<file path="config.mk">
export PLATFORM = sky130hd
export DESIGN_NAME = debounced_pulse_relay_controller
export DESIGN_NICKNAME = d
export VERILOG_FILES = /design/src/rtl/core/dprc_pkg.sv /design/src/rtl/core/debounced_pulse_relay_controller.sv
export SDC_FILE = /design/constraint.sdc
export NUM_CORES = 1
export LEC_CHECK = 0
export BUFFER_PORTS_ARGS = -buffer_cell sky130_fd_sc_hd__buf_2
export CORE_MARGIN = 2
export CORE_UTILIZATION = 45
export CTS_BUF_LIST = sky130_fd_sc_hd__clkbuf_4 sky130_fd_sc_hd__clkbuf_8 sky130_fd_sc_hd__clkbuf_16
export DETAILED_ROUTE_END_ITERATION = 8
export SETUP_SLACK_MARGIN = 0.4
export SLEW_MARGIN = 5
export SYNTH_ARGS = -nofsm -noshare
export SYNTH_HDL_FRONTEND = slang
export SYNTH_SLANG_ARGS = --single-unit
</file>
<file path="constraint.sdc">
create_clock -name clk -period 8.8 [get_ports clk]
set_input_delay 1.76 -clock clk [delete_from_list [all_inputs] [get_ports clk]]
set_output_delay 1.76 -clock clk [all_outputs]
set_load 0.005 [all_outputs]
</file>
<file path="src/rtl/core/dprc_pkg.sv">
// shared types and constants for the debounced pulse relay controller
`default_nettype none

package dprc_pkg;

  localparam int unsigned TimeW = 32;
  localparam int unsigned RpmW  = 20;
  localparam int unsigned EvW   = 3;
  localparam int unsigned ReqW  = 2;
  localparam int unsigned DataW = 32;
  localparam int unsigned AddrW = 5;
  localparam int unsigned IdxW  = 3;

  typedef logic [TimeW-1:0] time_ms_t;
  typedef logic [RpmW-1:0]  rpm_t;
  typedef logic [EvW-1:0]   ev_t;
  typedef logic [ReqW-1:0]  req_t;
  typedef logic [IdxW-1:0]  reg_idx_t;

  localparam req_t REQ_PERIODIC  = 2'd0;
  localparam req_t REQ_FORCE_ON  = 2'd1;
  localparam req_t REQ_FORCE_OFF = 2'd2;
  localparam req_t REQ_RELAY_OFF = 2'd3;

  localparam ev_t EV_NONE      = 3'd0;
  localparam ev_t EV_TIMEOUT   = 3'd1;
  localparam ev_t EV_ACTIVATED = 3'd2;
  localparam ev_t EV_FORCE_ON  = 3'd3;
  localparam ev_t EV_FORCE_OFF = 3'd4;

  localparam reg_idx_t REG_STOP_TIMEOUT = 3'd0;
  localparam reg_idx_t REG_THRESHOLD    = 3'd1;
  localparam reg_idx_t REG_PULSE_ON     = 3'd2;
  localparam reg_idx_t REG_INTERVAL     = 3'd3;
  localparam reg_idx_t REG_DEBOUNCE     = 3'd4;

  localparam time_ms_t STOP_TIMEOUT_RST = 32'd2000;
  localparam rpm_t     THRESHOLD_RST    = 20'd1000;
  localparam time_ms_t PULSE_ON_RST     = 32'd500;
  localparam time_ms_t INTERVAL_RST     = 32'd2000;
  localparam time_ms_t DEBOUNCE_RST     = 32'd120;

endpackage

`default_nettype wire

</file>
<file path="src/rtl/core/debounced_pulse_relay_controller.sv">
// top level of the debounced pulse relay controller
`default_nettype none

// Takes one request per clock cycle while in_stall is low and returns exactly one result
// per request, in order. A request waits in the input register; the edge that applies it to
// the controller state also loads its result into the output register, and it comes only
// when the output register is empty or not stalled. The output register holds a
// result that waits; the input side stalls only when a valid result is stalled and the input
// register is full. The state update is one pass of
// wrapping 32-bit subtract and compare logic between those two registers, and that pass sets
// the rate of one request per cycle while not stalled. Registers sit at byte addresses 0, 4,
// 8, 12 and 16, in the order stop timeout, speed threshold, pulse on time, pulse interval and
// debounce time. A write must come only while no request is in flight.
module debounced_pulse_relay_controller (
  input  wire                     clk,
  input  wire                     rst_n,
  input  wire                     in_valid,
  output logic                    in_stall,
  input  wire  dprc_pkg::req_t    in_req_type,
  input  wire  dprc_pkg::time_ms_t in_now_ms,
  input  wire  dprc_pkg::rpm_t    in_rpm_tenths,
  input  wire  dprc_pkg::time_ms_t in_last_move_ms,
  input  wire                     in_move_seen,
  output logic                    out_valid,
  input  wire                     out_stall,
  output logic                    out_relay_on,
  output logic                    out_active,
  output dprc_pkg::ev_t           out_event_res,
  input  wire                     psel,
  input  wire                     penable,
  input  wire                     pwrite,
  input  wire  [dprc_pkg::AddrW-1:0] paddr,
  input  wire  [dprc_pkg::DataW-1:0] pwdata,
  output logic [dprc_pkg::DataW-1:0] prdata,
  output logic                    pready
);
  import dprc_pkg::*;

  // configuration
  time_ms_t stop_timeout_r;
  rpm_t     threshold_r;
  time_ms_t pulse_on_r;
  time_ms_t interval_r;
  time_ms_t debounce_r;

  // input register
  logic     s1_valid_r;
  req_t     s1_req_r;
  time_ms_t s1_now_r;
  rpm_t     s1_rpm_r;
  time_ms_t s1_last_move_r;
  logic     s1_seen_r;

  // controller state
  logic     active_r, active_nxt;
  logic     relay_r, relay_nxt;
  logic     in_pulse_r, in_pulse_nxt;
  time_ms_t phase_start_r, phase_start_nxt;
  logic     deb_run_r, deb_run_nxt;
  time_ms_t deb_start_r, deb_start_nxt;
  ev_t      ev_nxt;

  // output register
  logic     out_valid_r;
  logic     out_relay_r;
  logic     out_active_r;
  ev_t      out_event_r;

  logic     advance;
  logic     cfg_wr;
  reg_idx_t cfg_idx;

  time_ms_t since_move;
  time_ms_t since_phase;
  time_ms_t since_deb;
  time_ms_t deb_start_eff;
  time_ms_t off_time;
  logic     stopped;

  assign pready  = 1'b1;
  assign cfg_wr  = psel & penable & pwrite;
  assign cfg_idx = paddr[AddrW-1:2];

  always_ff @(posedge clk) begin
    if (!rst_n) begin
      stop_timeout_r <= STOP_TIMEOUT_RST;
      threshold_r    <= THRESHOLD_RST;
      pulse_on_r     <= PULSE_ON_RST;
      interval_r     <= INTERVAL_RST;
      debounce_r     <= DEBOUNCE_RST;
    end else if (cfg_wr) begin
      case (cfg_idx)
        REG_STOP_TIMEOUT: stop_timeout_r <= pwdata;
        REG_THRESHOLD:    threshold_r    <= pwdata[RpmW-1:0];
        REG_PULSE_ON:     pulse_on_r     <= pwdata;
        REG_INTERVAL:     interval_r     <= pwdata;
        REG_DEBOUNCE:     debounce_r     <= pwdata;
        default: begin
        end
      endcase
    end
  end

  always_comb begin
    case (cfg_idx)
      REG_STOP_TIMEOUT: prdata = stop_timeout_r;
      REG_THRESHOLD:    prdata = {{(DataW-RpmW){1'b0}}, threshold_r};
      REG_PULSE_ON:     prdata = pulse_on_r;
      REG_INTERVAL:     prdata = interval_r;
      REG_DEBOUNCE:     prdata = debounce_r;
      default:          prdata = '0;
    endcase
  end

  // flow control
  assign advance  = s1_valid_r & ~(out_valid_r & out_stall);
  assign in_stall = s1_valid_r & out_valid_r & out_stall;

  always_ff @(posedge clk) begin
    if (!rst_n) begin
      s1_valid_r <= 1'b0;
    end else if (!in_stall) begin
      s1_valid_r <= in_valid;
    end
  end

  always_ff @(posedge clk) begin
    if (in_valid && !in_stall) begin
      s1_req_r       <= in_req_type;
      s1_now_r       <= in_now_ms;
      s1_rpm_r       <= in_rpm_tenths;
      s1_last_move_r <= in_last_move_ms;
      s1_seen_r      <= in_move_seen;
    end
  end

  // state update for the item in the input register
  always_comb begin
    since_move    = s1_now_r - s1_last_move_r;
    since_phase   = s1_now_r - phase_start_r;
    deb_start_eff = deb_run_r ? deb_start_r : s1_now_r;
    since_deb     = s1_now_r - deb_start_eff;
    off_time      = interval_r - pulse_on_r;
    stopped       = ~s1_seen_r | (since_move >= stop_timeout_r);

    active_nxt      = active_r;
    relay_nxt       = relay_r;
    in_pulse_nxt    = in_pulse_r;
    phase_start_nxt = phase_start_r;
    deb_run_nxt     = deb_run_r;
    deb_start_nxt   = deb_start_r;
    ev_nxt          = EV_NONE;

    case (s1_req_r)
      REQ_PERIODIC: begin
        if (stopped) begin
          if (active_r) begin
            active_nxt = 1'b0;
            relay_nxt  = 1'b0;
            ev_nxt     = EV_TIMEOUT;
          end
          deb_run_nxt = 1'b0;
        end else if (!active_r) begin
          if (s1_rpm_r >= threshold_r) begin
            deb_run_nxt   = 1'b1;
            deb_start_nxt = deb_start_eff;
            if (since_deb >= debounce_r) begin
              active_nxt  = 1'b1;
              deb_run_nxt = 1'b0;
              ev_nxt      = EV_ACTIVATED;
              if (!in_pulse_r) begin
                in_pulse_nxt    = 1'b1;
                phase_start_nxt = s1_now_r;
                relay_nxt       = 1'b1;
              end
            end
          end else begin
            deb_run_nxt = 1'b0;
          end
        end else if (in_pulse_r) begin
          if (since_phase >= pulse_on_r) begin
            relay_nxt       = 1'b0;
            phase_start_nxt = s1_now_r;
            in_pulse_nxt    = 1'b0;
          end
        end else if (since_phase >= off_time) begin
          phase_start_nxt = s1_now_r;
          in_pulse_nxt    = 1'b1;
          relay_nxt       = 1'b1;
        end
      end
      REQ_FORCE_ON: begin
        active_nxt      = 1'b1;
        in_pulse_nxt    = 1'b1;
        phase_start_nxt = s1_now_r;
        deb_run_nxt     = 1'b0;
        relay_nxt       = 1'b1;
        ev_nxt          = EV_FORCE_ON;
      end
      REQ_FORCE_OFF: begin
        active_nxt  = 1'b0;
        deb_run_nxt = 1'b0;
        relay_nxt   = 1'b0;
        ev_nxt      = EV_FORCE_OFF;
      end
      default: begin
        relay_nxt = 1'b0;
      end
    endcase
  end

  always_ff @(posedge clk) begin
    if (!rst_n) begin
      active_r      <= 1'b0;
      relay_r       <= 1'b0;
      in_pulse_r    <= 1'b0;
      phase_start_r <= '0;
      deb_run_r     <= 1'b0;
      deb_start_r   <= '0;
    end else if (advance) begin
      active_r      <= active_nxt;
      relay_r       <= relay_nxt;
      in_pulse_r    <= in_pulse_nxt;
      phase_start_r <= phase_start_nxt;
      deb_run_r     <= deb_run_nxt;
      deb_start_r   <= deb_start_nxt;
    end
  end

  always_ff @(posedge clk) begin
    if (!rst_n) begin
      out_valid_r <= 1'b0;
    end else if (advance) begin
      out_valid_r <= 1'b1;
    end else if (!out_stall) begin
      out_valid_r <= 1'b0;
    end
  end

  always_ff @(posedge clk) begin
    if (advance) begin
      out_relay_r  <= relay_nxt;
      out_active_r <= active_nxt;
      out_event_r  <= ev_nxt;
    end
  end

  assign out_valid     = out_valid_r;
  assign out_relay_on  = out_relay_r;
  assign out_active    = out_active_r;
  assign out_event_res = out_event_r;

`ifndef SYNTHESIS
  a_relay_needs_active: assert property (@(posedge clk) disable iff (!rst_n)
    relay_r |-> active_r)
    else $error("relay energized while inactive");

  a_timeout_drops: assert property (@(posedge clk) disable iff (!rst_n)
    out_valid && out_event_res == EV_TIMEOUT |-> !out_active && !out_relay_on)
    else $error("timeout result still active");

  a_force_on: assert property (@(posedge clk) disable iff (!rst_n)
    out_valid && out_event_res == EV_FORCE_ON |-> out_active && out_relay_on)
    else $error("force on result not energized");

  a_force_off: assert property (@(posedge clk) disable iff (!rst_n)
    out_valid && out_event_res == EV_FORCE_OFF |-> !out_active && !out_relay_on)
    else $error("force off result still on");

  a_activated: assert property (@(posedge clk) disable iff (!rst_n)
    out_valid && out_event_res == EV_ACTIVATED |-> out_active)
    else $error("activation result not active");

  a_state_follows_result: assert property (@(posedge clk) disable iff (!rst_n)
    advance |=> out_valid && out_active == active_r && out_relay_on == relay_r)
    else $error("result disagrees with state");
`endif

endmodule

`default_nettype wire
</file>
==> flow_metrics.tcl <==
set metrics [dict create \
    status "finished clean" \
    clockBufferDepth 3 \
    tightest_slew_ns 1.07 \
    port_buffers 167 \
    ys_seq_area_share_pct 32.6 \
    postCtsSetupRepairBufs 0 \
    yosys_most_used_dff "dfxtp_1" \
    grt_pass1_vias 18200 \
    drv_cap 0 \
    crit_required_ns 9.28 \
    cp.arrival_ns 7.47 \
    htreeDepth 2 \
    grtUsageMet2_pct 38.7 \
    fin_tns_setup_ns 0 \
    clk-insertion-delay-late_ns 0.58 \
    core_region_area_sq_um 47800 \
    min_period_ns 6.99 \
    dp_hpwl_um 50000 \
    rows 80 \
    rsz0062_at_grt "false" \
    antenna_left 0 \
    vias 19500 \
    hp-class "flip-flop to flip-flop" \
    drt-pass1-iter-count 6 \
    power_mw 4.04 \
    grt_max_degree 94 \
    synth_area_per_cell_sq_um 8.31 \
    post_drt_via_cell_ratio 5.76 \
    synth_seq_cells 310 \
    slew-limit-headroom_pct 28.4 \
    path_class "flip-flop to flip-flop" \
    nNetsFinal 3161 \
    die_area_sq_um 50300 \
    synth_area_sq_um 21900 \
    ys.warnings.count 0 \
    cts.repair.resized 0 \
    finalWeightedCongestion 0.912 \
    grtUsageMet1_pct 39.2 \
    stdcell_count 3392 \
    ios 171 \
    fill_cells 4520 \
    drt_iter0_markers 1880 \
    start_util_pct 45.7 \
    cts_tree "built" \
    syn_to_final_growth_pct 11.7 \
    hold_viol 0 \
    path_cells "buf_4, mux2i_1, ha_1, a21oi_1, o21ai_0, a31oi_1, a211o_1, a32oi_1, a21oi_2, o21ai_1, or4b_1, nand3_1, ha_1, nand4_1, o21ai_0, a31oi_1, o21ai_0, or2_2, o211ai_1, a311oi_2, a21boi_4, buf_4, mux2i_1" \
    fp.dieH_um 224 \
    maxSlewViolCount 0 \
    cts_root_buf "clkbuf_16" \
    path_common_cell "o21ai_0" \
    critPathMaxStageDelay_ns 0.82 \
    leakage_nw 9.81 \
    grtUsageMet3_pct 3.66 \
    skew_ns 0.0295 \
    grt_pass1_wl_um 102000 \
    cts_sinks 310 \
    drc 0 \
    clk_pin_slew_worst_paths_ns 0.05 \
    final_layout_size_suffix_gt1_share_pct 10.1 \
    p_per_area_nw_per_um2 165 \
    setup_viol 0 \
    ctsHoldBuffers 0 \
    grt-ovfl-total 0 \
    layout_worst_path_cycle_share_pct 79.5 \
    chipWidth_um 224 \
    cpMaxStageDelayCell "a21boi_4" \
    fmax_ghz 0.143 \
    synth_cell_type_count 84 \
    synth_edf_count 92 \
    cts_inserted_buffers 39 \
    ir_worst_vdd_v 0.000129 \
    final_cell_mix "446 x nand2_1, 278 x a21oi_1, 277 x ha_1" \
    syn_nets 3040 \
    cp_top_family "compound AO/OA/AOI/OAI gates" \
    diodes 0 \
    layout_commonest_cell "nand2_1" \
    antenna_found_initial 0 \
    wl_per_cell_um 19.7 \
    grtUsageTotal_pct 25.9 \
    routed_wl_um 66700 \
    synthArstFlopShare_pct 0 \
    path_max_fanout 28 \
    top_usage_layer "met1" \
    setup_ws_ns 1.81 \
    cp_num_buf_inv 2 \
    worstSetupEndpointType "flip-flop" \
    start_kind "flip-flop" \
    dp_slack_ns 1.90 \
    dp.cells 3323 \
    synthCells 2628 \
]
worst reg2reg max path: stages (launching register included):
cell and delay (ns):
dfxtp_2 0.50, buf_4 0.50, mux2i_1 0.33, ha_1 0.33, a21oi_1 0.16, o21ai_0 0.11, a31oi_1 0.34, a211o_1 0.24
a32oi_1 0.19, a21oi_2 0.24, o21ai_1 0.20, or4b_1 0.54, nand3_1 0.11, ha_1 0.15, nand4_1 0.13, o21ai_0 0.18
a31oi_1 0.06, o21ai_0 0.33, or2_2 0.19, o211ai_1 0.18, a311oi_2 0.40, a21boi_4 0.82, buf_4 0.43, mux2i_1 0.25
logic make-up (layout without fill, tap and decap cells):
| kind of cell | Yosys count | count (layout) | share of synthesized area, % |
|---|---|---|---|
| AOI/OAI and AO/OA | 762 | 762 | 22.1 |
| xor gates and xnor gates | 107 | 107 | 4.29 |
| adders and majority gates | 281 | 281 | 16.2 |
| buffers and inverters | 330 | 479 | 5.94 |
| DFF | 310 | 310 | 32.6 |
| muxes | 79 | 79 | 3.68 |
| other | 1 | 1 | 0.0172 |
| and+or+nand+nor | 758 | 758 | 15.1 |
worst paths after layout:
path                             to  slack [ns]  cells after the start      startpoint
hold reg to reg      pulse_on_r[10]        0.46                      2  pulse_on_r[10]
hold / removal       pulse_on_r[10]        0.46                      2  pulse_on_r[10]
setup / recovery  phase_start_r[13]        1.81                     23       deb_run_r
setup reg to reg  phase_start_r[13]        1.81                     23       deb_run_r
synth_stat cells (8+ instances only):
cell	number	share of area, %
a211o_1	9	0.36
a22oi_1	39	1.3
o21bai_1	19	0.65
mux2i_1	77	3.5
nor2b_1	17	0.49
buf_1	8	0.14
xnor2_1	70	2.8
nand3_1	41	0.94
a21oi_1	278	6.4
and3_1	16	0.46
nor3_1	25	0.57
nor2_1	121	2.1
a31oi_1	17	0.49
inv_1	226	3.9
a21o_1	78	2.7
nand2_1	446	7.7
xor2_1	37	1.5
o22ai_1	22	0.63
o211ai_1	37	1.3
nand2b_1	20	0.57
edfxtp_1	92	13
nand4_1	27	0.77
o21a_1	23	0.79
a211oi_1	48	1.6
o21ai_0	116	2.7
ha_1	277	16
dfxtp_1	218	20
clkbuf_1	87	1.5
per-stage QoR:
step                      hold slack [ns]  cell area [sq um]  utilization, %
after floorplan                     0.435              21900               -
after global placement              0.442              23200            48.4
after detailed placement            0.450              23200            48.4
after CTS                           0.457              24400            51.0
after global routing                0.471              24400            51.0
final                               0.455              24400            51.0
flip-flops by register name (all words and copies together) (netlist names), 32 cells and up:
signal	cells
deb_start_r	32
debounce_r	32
interval_r	32
phase_start_r	32
pulse_on_r	32
s1_last_move_r	32
s1_now_r	32
stop_timeout_r	32
where the power goes:
part | total, mW | switching, mW | internal (mW) | leakage (nW)
clock network | 1.58 | 0.643 | 0.939 | 0.626
registers | 1.54 | 0.0305 | 1.51 | 2.66
logic | 0.915 | 0.542 | 0.373 | 6.53
metal layers:
layer / up-vias / share of wire [%]
li1: 9564 / -
met1: 9218 / 49
met2: 680 / 42
met3: 81 / 7.2
met4: 0 / 1.9
met5: - / 0
area by class of cell:
type / instances / area, sq um / share of cell area (%)
repair buffers: 183 / 956 / 3.92
well taps: 615 / 769 / 3.15
inverters: 227 / 855 / 3.50
multi-input cells: 1988 / 13500 / 55.1
clock buffers: 52 / 1100 / 4.52
flip-flops and latches: 310 / 7130 / 29.2
clock inverters: 17 / 145 / 0.595
Note: power is estimated with default switching activity, not from simulation.
